==> config.mk <==
export PLATFORM = sky130hd
export DESIGN_NAME = timer_pool_countdown_bank_flat
export DESIGN_NICKNAME = d
export VERILOG_FILES = /design/src/hw/rtl/tpcb_pkg.sv /design/src/hw/rtl/tpcb_ifs.sv /design/src/hw/rtl/timer_pool_countdown_bank.sv /design/src/hw/rtl/tpcb_ctrl.sv /design/src/hw/rtl/tpcb_datapath.sv /design/src/flat_wrapper.sv
export VERILOG_INCLUDE_DIRS = /design/src /design/src/hw/rtl
export SDC_FILE = /design/constraint.sdc
export NUM_CORES = 1
export LEC_CHECK = 0
export BUFFER_PORTS_ARGS = -buffer_cell sky130_fd_sc_hd__clkbuf_2
export CAP_MARGIN = 20
export CORE_ASPECT_RATIO = 0.5
export CORE_UTILIZATION = 55
export DETAILED_ROUTE_END_ITERATION = 10
export PLACE_DENSITY_LB_ADDON = 0.08
export SYNTH_ARGS = -nofsm -noshare
export SYNTH_HDL_FRONTEND = slang
export SYNTH_SLANG_ARGS = --single-unit
==> constraint.sdc <==
create_clock -name clk -period 5.54 [get_ports clk]
set_input_delay 0.277 -clock clk [delete_from_list [all_inputs] [get_ports clk]]
set_output_delay 0.277 -clock clk [all_outputs]
set_load 0.005 [all_outputs]
==> src/hw/rtl/timer_pool_countdown_bank_defines.svh <==
// Assertion macros for the timer pool RTL.
// Included by the top level; relies on nothing else.
`ifndef TIMER_POOL_COUNTDOWN_BANK_DEFINES_SVH
`define TIMER_POOL_COUNTDOWN_BANK_DEFINES_SVH

// Condition c must hold in the same cycle as a, outside reset.
`define TPCB_ASSERT_SAME(label, clk, rst_n, a, c) \
    label: assert property (@(posedge clk) disable iff (!rst_n) (a) |-> (c)) \
        else $error("timer pool: same-cycle check failed");

// Condition c must hold in the cycle after a, outside reset.
`define TPCB_ASSERT_NEXT(label, clk, rst_n, a, c) \
    label: assert property (@(posedge clk) disable iff (!rst_n) (a) |=> (c)) \
        else $error("timer pool: next-cycle check failed");

`endif

==> src/hw/rtl/tpcb_pkg.sv <==
// Shared types and codes of the timer pool countdown bank.
// Used by the controller, the datapath and the top level.
`timescale 1ns / 1ps

package tpcb_pkg;

    // Default number of timer slots.
    localparam int TIMER_COUNT_DEFAULT = 8;

    // Operation codes of a request.
    localparam logic [2:0] OP_ALLOC   = 3'd0;
    localparam logic [2:0] OP_START   = 3'd1;
    localparam logic [2:0] OP_STOP    = 3'd2;
    localparam logic [2:0] OP_FREE    = 3'd3;
    localparam logic [2:0] OP_TICK    = 3'd4;
    localparam logic [2:0] OP_SERVICE = 3'd5;

    // Status codes of a response.
    localparam logic [1:0] ST_OK   = 2'd0;
    localparam logic [1:0] ST_ERR  = 2'd1;
    localparam logic [1:0] ST_NONE = 2'd2;

    // Commands from the controller to the datapath.
    typedef struct packed {
        logic latch;     // capture the request payload
        logic apply;     // decode and apply single-slot operations
        logic scan;      // examine one slot of an allocate or service scan
        logic issue;     // issue one slot of the tick sweep
        logic load_out;  // move the finished result to the output register
    } ctrl_cmd_t;

    // Status from the datapath to the controller.
    typedef struct packed {
        logic [2:0] op;        // operation held for the request in flight
        logic       hit;       // scanned slot matches
        logic       idx_last;  // slot counter stands at the last slot
        logic       out_free;  // output register can take a result
    } dp_stat_t;

endpackage

==> src/hw/rtl/tpcb_ifs.sv <==
// Valid/ready channel interfaces for requests and responses of the timer pool.
// Depends on nothing else.
`timescale 1ns / 1ps

interface tpcb_req_if;
    logic        valid;
    logic        ready;
    logic [2:0]  op;
    logic [2:0]  slot;
    logic [31:0] period;
    logic        one_shot;

    modport source (output valid, output op, output slot, output period,
                    output one_shot, input ready);
    modport sink   (input valid, input op, input slot, input period,
                    input one_shot, output ready);
endinterface

interface tpcb_rsp_if;
    logic       valid;
    logic       ready;
    logic [1:0] status;
    logic [2:0] result_slot;
    logic       fire_one_shot;
    logic       wake;

    modport source (output valid, output status, output result_slot,
                    output fire_one_shot, output wake, input ready);
    modport sink   (input valid, input status, input result_slot,
                    input fire_one_shot, input wake, output ready);
endinterface

==> src/hw/rtl/timer_pool_countdown_bank.sv <==
// Top level of the timer pool countdown bank: controller plus datapath.
// Depends on tpcb_pkg, the channel interfaces and the assertion macro header.
//
//   Channel | Direction | Carries
//   --------+-----------+-------------------------------------------
//   req     | in        | op, slot, period, one_shot
//   rsp     | out       | status, result_slot, fire_one_shot, wake
//
// Start, stop, free and unknown operations pass through decode and finish.
// Allocate and service scan the slots in order up to the first match or the
// last slot; tick sweeps all TIMER_COUNT slots, one slot per cycle through the
// single read port of the count memories, then drains the last write-back.
// Reset clears all slot flags; the count memories are written by start before use.
// A new request is taken while the previous result waits in the output register.
`timescale 1ns / 1ps
`include "timer_pool_countdown_bank_defines.svh"

module timer_pool_countdown_bank #(
    parameter int TIMER_COUNT = tpcb_pkg::TIMER_COUNT_DEFAULT
) (
    input logic         clk,
    input logic         rst_n,
    tpcb_req_if.sink    req,
    tpcb_rsp_if.source  rsp
);

    tpcb_pkg::ctrl_cmd_t cmd;
    tpcb_pkg::dp_stat_t  stat;
    logic                req_ready;
    logic                wake_rsp_ok;

    // Sequencing.
    tpcb_ctrl u_ctrl (
        .clk       (clk),
        .rst_n     (rst_n),
        .req_valid (req.valid),
        .req_ready (req_ready),
        .stat      (stat),
        .cmd       (cmd)
    );

    // Timer state and result path.
    tpcb_datapath #(
        .TIMER_COUNT (TIMER_COUNT)
    ) u_datapath (
        .clk               (clk),
        .rst_n             (rst_n),
        .cmd               (cmd),
        .stat              (stat),
        .req_op            (req.op),
        .req_slot          (req.slot),
        .req_period        (req.period),
        .req_one_shot      (req.one_shot),
        .rsp_valid         (rsp.valid),
        .rsp_ready         (rsp.ready),
        .rsp_status        (rsp.status),
        .rsp_result_slot   (rsp.result_slot),
        .rsp_fire_one_shot (rsp.fire_one_shot),
        .rsp_wake          (rsp.wake)
    );

    assign req.ready = req_ready;

    // A wake flag only ever comes with a plain successful tick response.
    assign wake_rsp_ok = (rsp.status == tpcb_pkg::ST_OK) && !rsp.fire_one_shot;

    // Checks.
    `TPCB_ASSERT_NEXT(a_one_request_at_a_time, clk, rst_n, req.valid && req_ready, !req_ready)
    `TPCB_ASSERT_SAME(a_load_only_when_free, clk, rst_n, cmd.load_out, stat.out_free)
    `TPCB_ASSERT_SAME(a_wake_only_on_ok, clk, rst_n, rsp.valid && rsp.wake, wake_rsp_ok)

endmodule

==> src/hw/rtl/tpcb_ctrl.sv <==
// Controller state machine of the timer pool: sequences decode, scans and sweeps.
// Depends on tpcb_pkg for the command and status structs and the operation codes.
`timescale 1ns / 1ps

module tpcb_ctrl (
    input  logic                clk,
    input  logic                rst_n,
    input  logic                req_valid,
    output logic                req_ready,
    input  tpcb_pkg::dp_stat_t  stat,
    output tpcb_pkg::ctrl_cmd_t cmd
);

    typedef enum logic [5:0] {
        S_IDLE   = 6'b000001,
        S_DECODE = 6'b000010,
        S_SCAN   = 6'b000100,
        S_SWEEP  = 6'b001000,
        S_DRAIN  = 6'b010000,
        S_FINISH = 6'b100000
    } state_t;

    state_t state_reg;
    state_t state_next;

    // Next state and commands.
    always_comb
    begin
        state_next   = state_reg;
        cmd          = '0;
        req_ready    = 1'b0;
        case (state_reg)
            S_IDLE:
            begin
                req_ready = 1'b1;
                if (req_valid)
                begin
                    cmd.latch  = 1'b1;
                    state_next = S_DECODE;
                end
            end
            S_DECODE:
            begin
                cmd.apply = 1'b1;
                if ((stat.op == tpcb_pkg::OP_ALLOC) || (stat.op == tpcb_pkg::OP_SERVICE))
                begin
                    state_next = S_SCAN;
                end
                else if (stat.op == tpcb_pkg::OP_TICK)
                begin
                    state_next = S_SWEEP;
                end
                else
                begin
                    state_next = S_FINISH;
                end
            end
            S_SCAN:
            begin
                cmd.scan = 1'b1;
                if (stat.hit || stat.idx_last)
                begin
                    state_next = S_FINISH;
                end
            end
            S_SWEEP:
            begin
                cmd.issue = 1'b1;
                if (stat.idx_last)
                begin
                    state_next = S_DRAIN;
                end
            end
            S_DRAIN:
            begin
                // The last slot of the sweep is written back in this cycle.
                state_next = S_FINISH;
            end
            S_FINISH:
            begin
                if (stat.out_free)
                begin
                    cmd.load_out = 1'b1;
                    state_next   = S_IDLE;
                end
            end
            default:
            begin
                state_next = S_IDLE;
            end
        endcase
    end

    // State register.
    always_ff @(posedge clk or negedge rst_n)
    begin
        if (!rst_n)
        begin
            state_reg <= S_IDLE;
        end
        else
        begin
            state_reg <= state_next;
        end
    end

endmodule

==> src/hw/rtl/tpcb_datapath.sv <==
// Datapath of the timer pool: slot flags, count memories, sweep stage and result registers.
// Depends on tpcb_pkg for the command and status structs and the operation and status codes.
`timescale 1ns / 1ps

module tpcb_datapath #(
    parameter int TIMER_COUNT = tpcb_pkg::TIMER_COUNT_DEFAULT
) (
    input  logic                clk,
    input  logic                rst_n,
    input  tpcb_pkg::ctrl_cmd_t cmd,
    output tpcb_pkg::dp_stat_t  stat,
    input  logic [2:0]          req_op,
    input  logic [2:0]          req_slot,
    input  logic [31:0]         req_period,
    input  logic                req_one_shot,
    output logic                rsp_valid,
    input  logic                rsp_ready,
    output logic [1:0]          rsp_status,
    output logic [2:0]          rsp_result_slot,
    output logic                rsp_fire_one_shot,
    output logic                rsp_wake
);

    localparam int IDX_W = (TIMER_COUNT > 1) ? $clog2(TIMER_COUNT) : 1;
    localparam logic [IDX_W-1:0] LAST_IDX = IDX_W'(TIMER_COUNT - 1);

    // Request held for the operation in flight.
    logic [2:0]  op_reg;
    logic [2:0]  slot_reg;
    logic [31:0] period_reg;
    logic        one_shot_reg;

    // Per-slot flags.
    logic [TIMER_COUNT-1:0] in_use_reg,  in_use_next;
    logic [TIMER_COUNT-1:0] running_reg, running_next;
    logic [TIMER_COUNT-1:0] expired_reg, expired_next;
    logic [TIMER_COUNT-1:0] mode_reg,    mode_next;

    // Slot counter shared by scans and sweeps.
    logic [IDX_W-1:0] idx_reg, idx_next;

    // Sweep stage: read data and slot of the entry being counted down.
    logic             s1_vld_reg;
    logic [IDX_W-1:0] s1_idx_reg;
    logic [31:0]      rem_rd_reg;
    logic [31:0]      rel_rd_reg;

    // Count memories. Read data is used only for a running slot, and every start
    // writes both entries first, so neither memory needs clearing.
    logic [31:0] rem_mem [TIMER_COUNT];
    logic [31:0] rel_mem [TIMER_COUNT];

    // Finished result and output register.
    logic [1:0] res_status_reg, res_status_next;
    logic [2:0] res_slot_reg,   res_slot_next;
    logic       res_fire_reg,   res_fire_next;
    logic       res_wake_reg,   res_wake_next;
    logic       out_valid_reg,  out_valid_next;
    logic [1:0] out_status_reg;
    logic [2:0] out_slot_reg;
    logic       out_fire_reg;
    logic       out_wake_reg;

    logic             slot_ok;
    logic [IDX_W-1:0] slot_idx;
    logic             start_ok;
    logic             stop_ok;
    logic             hit;
    logic             s1_active;
    logic [31:0]      s1_rem_dec;
    logic             s1_expire;
    logic [31:0]      s1_rem_new;
    logic             rem_we;
    logic [IDX_W-1:0] rem_wa;
    logic [31:0]      rem_wd;

    // Slot checks for the single-slot operations.
    assign slot_ok  = {5'd0, slot_reg} < 8'(TIMER_COUNT);
    assign slot_idx = IDX_W'(slot_reg);
    assign start_ok = cmd.apply && (op_reg == tpcb_pkg::OP_START) && slot_ok
                      && in_use_reg[slot_idx] && (period_reg != 32'd0);
    assign stop_ok  = slot_ok && in_use_reg[slot_idx];

    // Match of the slot under the scan counter.
    assign hit = (op_reg == tpcb_pkg::OP_ALLOC) ? !in_use_reg[idx_reg]
                                                : (in_use_reg[idx_reg] && expired_reg[idx_reg]);

    // Countdown of the swept slot.
    assign s1_active  = s1_vld_reg && in_use_reg[s1_idx_reg] && running_reg[s1_idx_reg];
    assign s1_rem_dec = (rem_rd_reg != 32'd0) ? (rem_rd_reg - 32'd1) : 32'd0;
    assign s1_expire  = (s1_rem_dec == 32'd0);
    assign s1_rem_new = (s1_expire && !mode_reg[s1_idx_reg]) ? rel_rd_reg : s1_rem_dec;

    // Write port of the remaining-count memory.
    assign rem_we = start_ok || s1_active;
    assign rem_wa = start_ok ? slot_idx : s1_idx_reg;
    assign rem_wd = start_ok ? period_reg : s1_rem_new;

    assign stat.op       = op_reg;
    assign stat.hit      = hit;
    assign stat.idx_last = (idx_reg == LAST_IDX);
    assign stat.out_free = !out_valid_reg || rsp_ready;

    // Next values of flags, slot counter and result.
    always_comb
    begin
        in_use_next     = in_use_reg;
        running_next    = running_reg;
        expired_next    = expired_reg;
        mode_next       = mode_reg;
        idx_next        = idx_reg;
        res_status_next = res_status_reg;
        res_slot_next   = res_slot_reg;
        res_fire_next   = res_fire_reg;
        res_wake_next   = res_wake_reg;

        if (cmd.apply)
        begin
            idx_next        = '0;
            res_status_next = tpcb_pkg::ST_OK;
            res_slot_next   = 3'd0;
            res_fire_next   = 1'b0;
            res_wake_next   = 1'b0;
            case (op_reg)
                tpcb_pkg::OP_START:
                begin
                    if (start_ok)
                    begin
                        mode_next[slot_idx]    = one_shot_reg;
                        expired_next[slot_idx] = 1'b0;
                        running_next[slot_idx] = 1'b1;
                    end
                    else
                    begin
                        res_status_next = tpcb_pkg::ST_ERR;
                    end
                end
                tpcb_pkg::OP_STOP:
                begin
                    if (stop_ok)
                    begin
                        running_next[slot_idx] = 1'b0;
                        expired_next[slot_idx] = 1'b0;
                    end
                    else
                    begin
                        res_status_next = tpcb_pkg::ST_ERR;
                    end
                end
                tpcb_pkg::OP_FREE:
                begin
                    if (slot_ok)
                    begin
                        in_use_next[slot_idx]  = 1'b0;
                        running_next[slot_idx] = 1'b0;
                        expired_next[slot_idx] = 1'b0;
                    end
                    else
                    begin
                        res_status_next = tpcb_pkg::ST_ERR;
                    end
                end
                tpcb_pkg::OP_ALLOC, tpcb_pkg::OP_TICK, tpcb_pkg::OP_SERVICE:
                begin
                    res_status_next = tpcb_pkg::ST_OK;
                end
                default:
                begin
                    res_status_next = tpcb_pkg::ST_ERR;
                end
            endcase
        end

        // One slot of an allocate or service scan.
        if (cmd.scan)
        begin
            if (hit)
            begin
                res_slot_next = 3'(idx_reg);
                if (op_reg == tpcb_pkg::OP_ALLOC)
                begin
                    in_use_next[idx_reg]  = 1'b1;
                    running_next[idx_reg] = 1'b0;
                    expired_next[idx_reg] = 1'b0;
                end
                else
                begin
                    expired_next[idx_reg] = 1'b0;
                    res_fire_next         = mode_reg[idx_reg];
                    if (mode_reg[idx_reg])
                    begin
                        running_next[idx_reg] = 1'b0;
                    end
                end
            end
            else
            begin
                idx_next = IDX_W'(idx_reg + 1'b1);
                if (idx_reg == LAST_IDX)
                begin
                    res_status_next = (op_reg == tpcb_pkg::OP_ALLOC) ? tpcb_pkg::ST_ERR
                                                                     : tpcb_pkg::ST_NONE;
                end
            end
        end

        // Sweep issue advances the counter; the stage behind it marks expiry.
        if (cmd.issue)
        begin
            idx_next = IDX_W'(idx_reg + 1'b1);
        end
        if (s1_active && s1_expire)
        begin
            expired_next[s1_idx_reg] = 1'b1;
            res_wake_next            = 1'b1;
        end
    end

    // Output register handshake.
    always_comb
    begin
        out_valid_next = out_valid_reg;
        if (cmd.load_out)
        begin
            out_valid_next = 1'b1;
        end
        else if (out_valid_reg && rsp_ready)
        begin
            out_valid_next = 1'b0;
        end
    end

    // Control registers.
    always_ff @(posedge clk or negedge rst_n)
    begin
        if (!rst_n)
        begin
            in_use_reg    <= '0;
            running_reg   <= '0;
            expired_reg   <= '0;
            mode_reg      <= '0;
            idx_reg       <= '0;
            s1_vld_reg    <= 1'b0;
            out_valid_reg <= 1'b0;
        end
        else
        begin
            in_use_reg    <= in_use_next;
            running_reg   <= running_next;
            expired_reg   <= expired_next;
            mode_reg      <= mode_next;
            idx_reg       <= idx_next;
            s1_vld_reg    <= cmd.issue;
            out_valid_reg <= out_valid_next;
        end
    end

    // Payload registers.
    always_ff @(posedge clk)
    begin
        if (cmd.latch)
        begin
            op_reg       <= req_op;
            slot_reg     <= req_slot;
            period_reg   <= req_period;
            one_shot_reg <= req_one_shot;
        end
        s1_idx_reg     <= idx_reg;
        res_status_reg <= res_status_next;
        res_slot_reg   <= res_slot_next;
        res_fire_reg   <= res_fire_next;
        res_wake_reg   <= res_wake_next;
        if (cmd.load_out)
        begin
            out_status_reg <= res_status_reg;
            out_slot_reg   <= res_slot_reg;
            out_fire_reg   <= res_fire_reg;
            out_wake_reg   <= res_wake_reg;
        end
    end

    // Count memories: at most one write and one registered read each cycle.
    always_ff @(posedge clk)
    begin
        if (rem_we)
        begin
            rem_mem[rem_wa] <= rem_wd;
        end
        if (start_ok)
        begin
            rel_mem[slot_idx] <= period_reg;
        end
        rem_rd_reg <= rem_mem[idx_reg];
        rel_rd_reg <= rel_mem[idx_reg];
    end

    assign rsp_valid         = out_valid_reg;
    assign rsp_status        = out_status_reg;
    assign rsp_result_slot   = out_slot_reg;
    assign rsp_fire_one_shot = out_fire_reg;
    assign rsp_wake          = out_wake_reg;

endmodule
==> src/flat_wrapper.sv <==
// flat-port wrapper written by rule: the top's interface ports become plain ports
module timer_pool_countdown_bank_flat 
#(
    parameter int TIMER_COUNT = tpcb_pkg::TIMER_COUNT_DEFAULT
)
  (clk, rst_n, req_valid, req_op, req_slot, req_period, req_one_shot, req_ready, rsp_valid, rsp_status, rsp_result_slot, rsp_fire_one_shot, rsp_wake, rsp_ready);
  tpcb_req_if req_i ();
  tpcb_rsp_if rsp_i ();
  input logic clk;
  input logic rst_n;
  input wire logic [$bits(req_i.valid)-1:0] req_valid;
  input wire logic [$bits(req_i.op)-1:0] req_op;
  input wire logic [$bits(req_i.slot)-1:0] req_slot;
  input wire logic [$bits(req_i.period)-1:0] req_period;
  input wire logic [$bits(req_i.one_shot)-1:0] req_one_shot;
  output wire logic [$bits(req_i.ready)-1:0] req_ready;
  output wire logic [$bits(rsp_i.valid)-1:0] rsp_valid;
  output wire logic [$bits(rsp_i.status)-1:0] rsp_status;
  output wire logic [$bits(rsp_i.result_slot)-1:0] rsp_result_slot;
  output wire logic [$bits(rsp_i.fire_one_shot)-1:0] rsp_fire_one_shot;
  output wire logic [$bits(rsp_i.wake)-1:0] rsp_wake;
  input wire logic [$bits(rsp_i.ready)-1:0] rsp_ready;
  assign req_i.valid = req_valid;
  assign req_i.op = req_op;
  assign req_i.slot = req_slot;
  assign req_i.period = req_period;
  assign req_i.one_shot = req_one_shot;
  assign req_ready = req_i.ready;
  assign rsp_valid = rsp_i.valid;
  assign rsp_status = rsp_i.status;
  assign rsp_result_slot = rsp_i.result_slot;
  assign rsp_fire_one_shot = rsp_i.fire_one_shot;
  assign rsp_wake = rsp_i.wake;
  assign rsp_i.ready = rsp_ready;
  timer_pool_countdown_bank #(.TIMER_COUNT(TIMER_COUNT)) u_core (.clk(clk), .rst_n(rst_n), .req(req_i), .rsp(rsp_i));
endmodule
### Word level (Yosys, flattened, before mapping)

Memory sizes are Yosys's and may differ from the RTL's. A register that Yosys moved wholly into a read port is not among the register bits.
Index checks and enable logic that the tools add are counted.

* latch bits: 0
* bits of input ports: 43
* memory bits (writable): 512
* memories: 2
* logic and storage cells: 170
* bits in registers: 99
* output and inout port bits: 9
* bits in read-only memories: 0

* $mul: 0
* add/subtract/negate cells: 2
* mux-type cells: 86
* reductions and logical operators: 27
* $lt $le $gt $ge: 6
* bitwise logic cells: 10
* eq/ne operators: 16
* shift operators: 0
* divide/modulo/power cells: 0

Memory list
* u_core.u_datapath.rel_mem: words 8, bits a word 32, rd ports 1, clocked after memory_dff 1, write ports 1, RTL line tpcb_datapath.sv:51 `logic [31:0] rel_mem [TIMER_COUNT];`
* u_core.u_datapath.rem_mem: words 8, bits a word 32, rd ports 1, clocked after memory_dff 1, write ports 1, RTL line tpcb_datapath.sv:50 `logic [31:0] rem_mem [TIMER_COUNT];`

Operators with widths (count)
* $mux 8: 18
* $mux 32: 3
* $reduce_bool 32->1: 2
* $pmux 8 s3: 2
* $and 8x8->8: 5
* $mux 6: 6
* $pmux 6 s6: 1
* $logic_not 32->1: 1
* $sub 32x1->32 const B: 1
* $mux 1: 31
* $mux 3: 8
* $or 8x8->8: 3
* $bmux 1 s3: 7
* $not 8->8: 2
* $logic_and 1x1->1: 12
* $lt 3x4->1 const B: 3
* $mux 2: 5
* $demux 1 s3: 3
* $eq 3x3->1 const B: 3
* $ge 3x1->1 const B: 3
* $bwmux 8: 1
* $eq 3x2->1 const B: 2
* $eq 6x1->1 const B: 1
* $eq 6x2->1 const B: 1
* 16 further kinds: 23

### Depth between registers and ports, before layout

* depth in word-level cells: 14
* mapped depth: 12

### Hierarchy

A second synthesis with hierarchy kept.

* cell total of the unflattened synthesis: 1651
* area total of the unflattened synthesis: 25594.5 sq um

By module, submodules not included
* tpcb_datapath: cells each 1608, seq. area each 19163.4 sq um, times used 1, area an instance 25181.7 sq um
* tpcb_ctrl: cells each 43, seq. area each 151.4 sq um, times used 1, area an instance 412.9 sq um

### Worst setup path before layout

Ideal clock, no wire load.

* path type: flip-flop to flip-flop
* start point: register u_core.u_ctrl.state_reg[2]
* end point: memory u_core.u_datapath.rem_mem[7][0], enable pin
* required time: 5119 ps
* clock period less this slack: 4217 ps
* path slack: 1323 ps
* arrival time: 3796 ps
* cell stages (with the launch flop): 8
* setup time: 421 ps
* path buffers: 2
* cells stage by stage: dfrtp_1 -> or4_4 -> or3b_1 -> buf_2 -> nor4_4 -> clkbuf_1 -> a21oi_1 -> nor2_1

* word-level cells in the longest chain between the ends: 8
* elaborated cells between the ends (all ways): 9
* those cells by class: 1 x eq/ne; 4 x mux; 4 x reduce/logical

Ends and longest elaborated chain
* start: declaration: RTL line tpcb_ctrl.sv:23 `state_t state_reg;`
* start signal: assignment: RTL line tpcb_ctrl.sv:103 `state_reg <= state_next;`
* $eq 6x2->1 (*): RTL line tpcb_ctrl.sv:32 `case (state_reg)`
* $mux 1 (*): RTL line tpcb_ctrl.sv:32
* $logic_and 1x1->1 (*): RTL line tpcb_datapath.sv:80 `assign start_ok = cmd.apply && (op_reg == tpcb_pkg::OP_START) && slot_ok`
* $logic_and 1x1->1 (*) (2 in series): RTL line tpcb_datapath.sv:81 `&& in_use_reg[slot_idx] && (period_reg != 32'd0);`
* $logic_or 1x1->1: RTL line tpcb_datapath.sv:95 `assign rem_we = start_ok || s1_active;`
* $mux 1: RTL line tpcb_datapath.sv:285 `if (rem_we)`
* $mux 1 (implied by the code): RTL line tpcb_datapath.sv:287 `rem_mem[rem_wa] <= rem_wd;`
* end: declaration: RTL line tpcb_datapath.sv:50

Mark *: on every way between the ends. The rest lies on a longest branch, timed or not.

### Worst setup path after layout

* start point: register u_core.u_datapath.period_reg[27]
* end point: memory u_core.u_datapath.rem_mem[6][24] (data pin)

* word-level cells in the longest chain between the ends: 3

Ends and longest elaborated chain
* start: declaration: RTL line tpcb_datapath.sv:30 `logic [31:0] period_reg;`
* start signal: assignment: RTL line tpcb_datapath.sv:265 `period_reg <= req_period;`
* $reduce_bool 32->1: RTL line tpcb_datapath.sv:81
* $logic_and 1x1->1: RTL line tpcb_datapath.sv:81
* $mux 32: RTL line tpcb_datapath.sv:97 `assign rem_wd = start_ok ? period_reg : s1_rem_new;`
* net u_core.u_datapath.rem_wd[24]: RTL line tpcb_datapath.sv:75 `logic [31:0] rem_wd;`

The timed path passes the listed nets, and every way through them passes these cells.

==> summary.txt <==
Yosys
  – Main synth FF type: edfxtp_1
  – Post-synth EDFFs: about 560
  – Synth Area per Inst: 15.2 sq um
  – Asr flop ratio synth: under 10%
  – Yosys cell types: 80
  – Seq cells post-synth: 675
  – Seq/Total Area, Yosys: roughly three quarters
  – Warnings, synthesis: 0
  – Mapped Area: ~0.026 sq mm
  – Syn_nets: 1,723
  – Mapped Cells: 1,677

Setup path
  – Reg2Reg Setup Slack: between 0.6 and 0.7 ns
  – Worst Path Buf+Inv: 1
  – Critical Path AT: between 5 and 6 ns
  – CP Data Required Time: 5.84 ns
  – CP max FO: 30
  – Critical path type: reg2reg
  – CP most frequent cell: nor3_2
  – CP startpoint kind: flop
  – Top delay family on crit path: simple AND/OR/NAND/NOR gates
  – R2r endpoint: u_core.u_datapath.rem_mem[6][24]
  – Worst R2R Start: u_core.u_datapath.period_reg[27]
  – Slowest cell on the critical path: nor4_1
  – Setup crit end kind: flop
  – Number of cells on the worst reg-to-reg path: 8
  – Critical path, cell by cell: nor4_1 > nand4_1 > nor2_1 > nor3_2 > nor3_2 > buf_4 > a41oi_1 > o21ai_0
  – Critical Path Max Stage Delay: 1.00 ns

Pwr
  – P per Cell Area: roughly 430 mW/mm^2
  – NetSw: 3520 uW
  – Switching Fraction: 28.5%
  – Combinational cell fraction of total power: 14.2%
  – Register share of total power: 53.6%
  – Peak supply drop: 0.289 mV
  – Leak: 0.00940 uW
  – Clk pwr share: around a third
  – Pint: 8830 uW

Final layout
  – Filler Cells Inserted: 3,377
  – Layout area overhead: 13.3%
  – Non-filler instance count after layout: 2,443
  – N_diodes: 0
  – Nets: 1,814
  – Final core occ: 63.6%
  – Layout cells sized above 1: 12.7%
  – Largest regs: u_core.u_datapath.rel_mem x256, u_core.u_datapath.rem_mem x256

Global routing
  – Total track usage: 29.4%
  – Largest net degree at the start of global routing: 68
  – Global-route wire length before repair: 102 mm
  – Initial antenna violation count: 0
  – Gr ovfl total: 0
  – Vias in the first global route: 15,488

Clock network
  – Max clock buf depth: 3
  – TritonCTS Sinks: 675
  – Clk Latency, worst-skew pair: between 0.6 and 0.7 ns
  – Worst-path clk slew: 0.07 ns
  – Post-CTS Setup Bufs: 0
  – Hold buffers post-CTS: 42
  – Cts repair resizes: 0
  – CTS tree: done
  – Clock Root Buffer: clkbuf_16
  – Clock buffer count from CTS: 56
  – H-tree depth: 2

Place
  – Placed Cells: 2,293
  – DPL Wire Length: 40.6 mm
  – Input/output buffers: 51
  – Final Wtd Congestion: 1.01

Detailed routing
  – Post-route ant nets: 0
  – 1st-iter DRT viols: about 2,300
  – Vias per std cell: roughly 6.5
  – DRC Markers: 0
  – Top Layer Used: met4
  – Routed len/inst: 28.6 um
  – Wl on met1: 30.2 mm
  – Drt pass-1 iters: 8
  – Via Count: roughly 16,000
  – Wire length on met2: 31.5 mm
  – Wire length on met3: 7.03 mm
  – WL final: 69.9 mm

Floorplanning
  – Die width: 307 um
  – Num ports: 52
  – Die area: 0.0474 sq mm
  – Die height: 154 um
  – Std cell rows: 55
  – Starting density of the core: between 50 and 60%
  – Core area: 0.0456 sq mm

Timing
  – Worst Hold Slack: 0.274 ns
  – Measured slew at the worst slew-check pin: ~1.2 ns
  – Setup TNS: 0 ns
  – Hold Vio Cnt, Final: 0
  – RSZ-0062 raised after global routing: no
  – Final period util: 88.0%
  – Slew Limit Fails: 0
  – Fin crit period: roughly 4.9 ns
  – Post-Route Skew: 0.0312 ns
  – Max-slew headroom: 22.0%
  – # setup viols final: 0
  – FMAX: 205 MHz

Run
  – Max Cap Viol: 0

Worst hold path
  – Min-delay worst type: in2async

Run status
  – Status: completed
==> area by class of cell <==
cell class	instances	area (sq um)	share of cell area, %
flip-flops and latches	675	19300	66.7
multi-input cells	872	5890	20.3
clock buffers	80	1530	5.29
repair buffers	138	1080	3.72
well taps	627	785	2.71
clock inverters	26	278	0.959
inverters	25	93.8	0.324
==> worst min-delay path, stage by stage <==
cell and delay (ns):
dlygate4sd3_1 0.52, clkbuf_2 0.09, buf_4 0.48
==> routing by layer <==
metal	up-vias	track usage, %
li1	6898	-
met1	8066	43.9
met2	901	45.1
met3	88	6.21
met4	0	5.98
met5	-	0
==> worst max-delay path by stage <==
stage                                     startpoint                               end  slack, ns  cells after the start
floorplan                 u_core.u_ctrl.state_reg[2]   u_core.u_datapath.rem_mem[7][0]       1.32                      7
global placement    u_core.u_datapath.period_reg[27]   u_core.u_datapath.rel_mem[4][3]       0.95                      6
detailed placement  u_core.u_datapath.period_reg[27]   u_core.u_datapath.rel_mem[4][6]       0.99                      6
CTS                 u_core.u_datapath.period_reg[27]   u_core.u_datapath.rel_mem[4][6]       0.97                      6
global route        u_core.u_datapath.period_reg[27]  u_core.u_datapath.rem_mem[1][24]       0.66                      8
finish              u_core.u_datapath.period_reg[27]  u_core.u_datapath.rem_mem[6][24]       0.67                      8
==> cell families after synthesis <==
| kind of cell | share of synthesized area, % |
|---|---|
| XOR/XNOR | 0.959 |
| flip-flops | 75.5 |
| AND/OR/NAND/NOR | 7.95 |
| buffers and inverters | 2.04 |
| AO/OA/AOI/OAI | 12.1 |
| adder cells (fa/ha/maj) | 0.147 |
| multiplexers | 1.22 |
==> layout by cell type (no fill, tap or decap), drive strengths merged, types with 11 or more instances in the layout <==
| master | netlist | final |
|---|---|---|
| edfxtp | 558 | 558 |
| mux2i | 11 | 11 |
| nand3 | 27 | 27 |
| o21ai | 62 | 62 |
| dfrtp | 42 | 42 |
| a22oi | 253 | 253 |
| inv | 25 | 28 |
| nor2 | 64 | 64 |
| nand4 | 76 | 76 |
| a21oi | 56 | 56 |
| dlygate4sd3 | 0 | 42 |
| xnor2 | 14 | 14 |
| buf | 31 | 45 |
| nor4 | 20 | 20 |
| clkinv | 0 | 18 |
| clkbuf | 74 | 131 |
| dfxtp | 74 | 74 |
| nor3 | 55 | 55 |
| nand2 | 72 | 72 |
| xor2 | 14 | 14 |
==> stage by stage <==
stage	power (uW)	worst slack (ns)	cell area, sq um
after floorplan	7560	1.32	25600
after global placement	8370	0.947	26700
final	12400	0.665	29000
after detailed placement	8410	0.987	26700
after global routing	12700	0.664	29000
after CTS	12400	0.967	28900
==> cell usage after synthesis (all sizes together) (4+ instances only) <==
| master | count | area [sq um] |
|---|---|---|
| o221ai | 7 | 61.3 |
| or4 | 8 | 67.6 |
| a21oi | 56 | 280 |
| mux4 | 4 | 90.1 |
| nand2 | 72 | 270 |
| a31oi | 4 | 25.0 |
| o211ai | 4 | 35.0 |
| dfxtp | 74 | 1480 |
| nor3 | 55 | 303 |
| dfrtp | 42 | 1050 |
| or3 | 10 | 62.6 |
| nand2b | 8 | 50.1 |
| a211oi | 7 | 52.6 |
| buf | 31 | 150 |
| nand3 | 27 | 135 |
| a2bb2oi | 4 | 35.0 |
| nand4 | 76 | 475 |
| a22oi | 253 | 1900 |
| o21ai | 62 | 310 |
| mux2i | 11 | 110 |
| nor4 | 20 | 140 |
| clkbuf | 74 | 278 |
| mux2 | 10 | 113 |
| xnor2 | 14 | 123 |
| xor2 | 14 | 123 |
| o31ai | 6 | 50.1 |
| nor3b | 5 | 37.5 |
| inv | 25 | 93.8 |
| nor2 | 64 | 273 |
| edfxtp | 558 | 16800 |
| and3 | 6 | 37.5 |
==> power groups by stage <==
stage          combinational (uW)  clock (uW)  sequential [uW]
3_5_place_dp                 1700           0             6710
2_1_floorplan                1120           0             6440
6_report                     1750        3980             6620
3_3_place_gp                 1670           0             6690
5_1_grt                      1890        4200             6650
4_1_cts                      1730        4020             6610
Note: power is estimated with default switching activity, not from simulation.
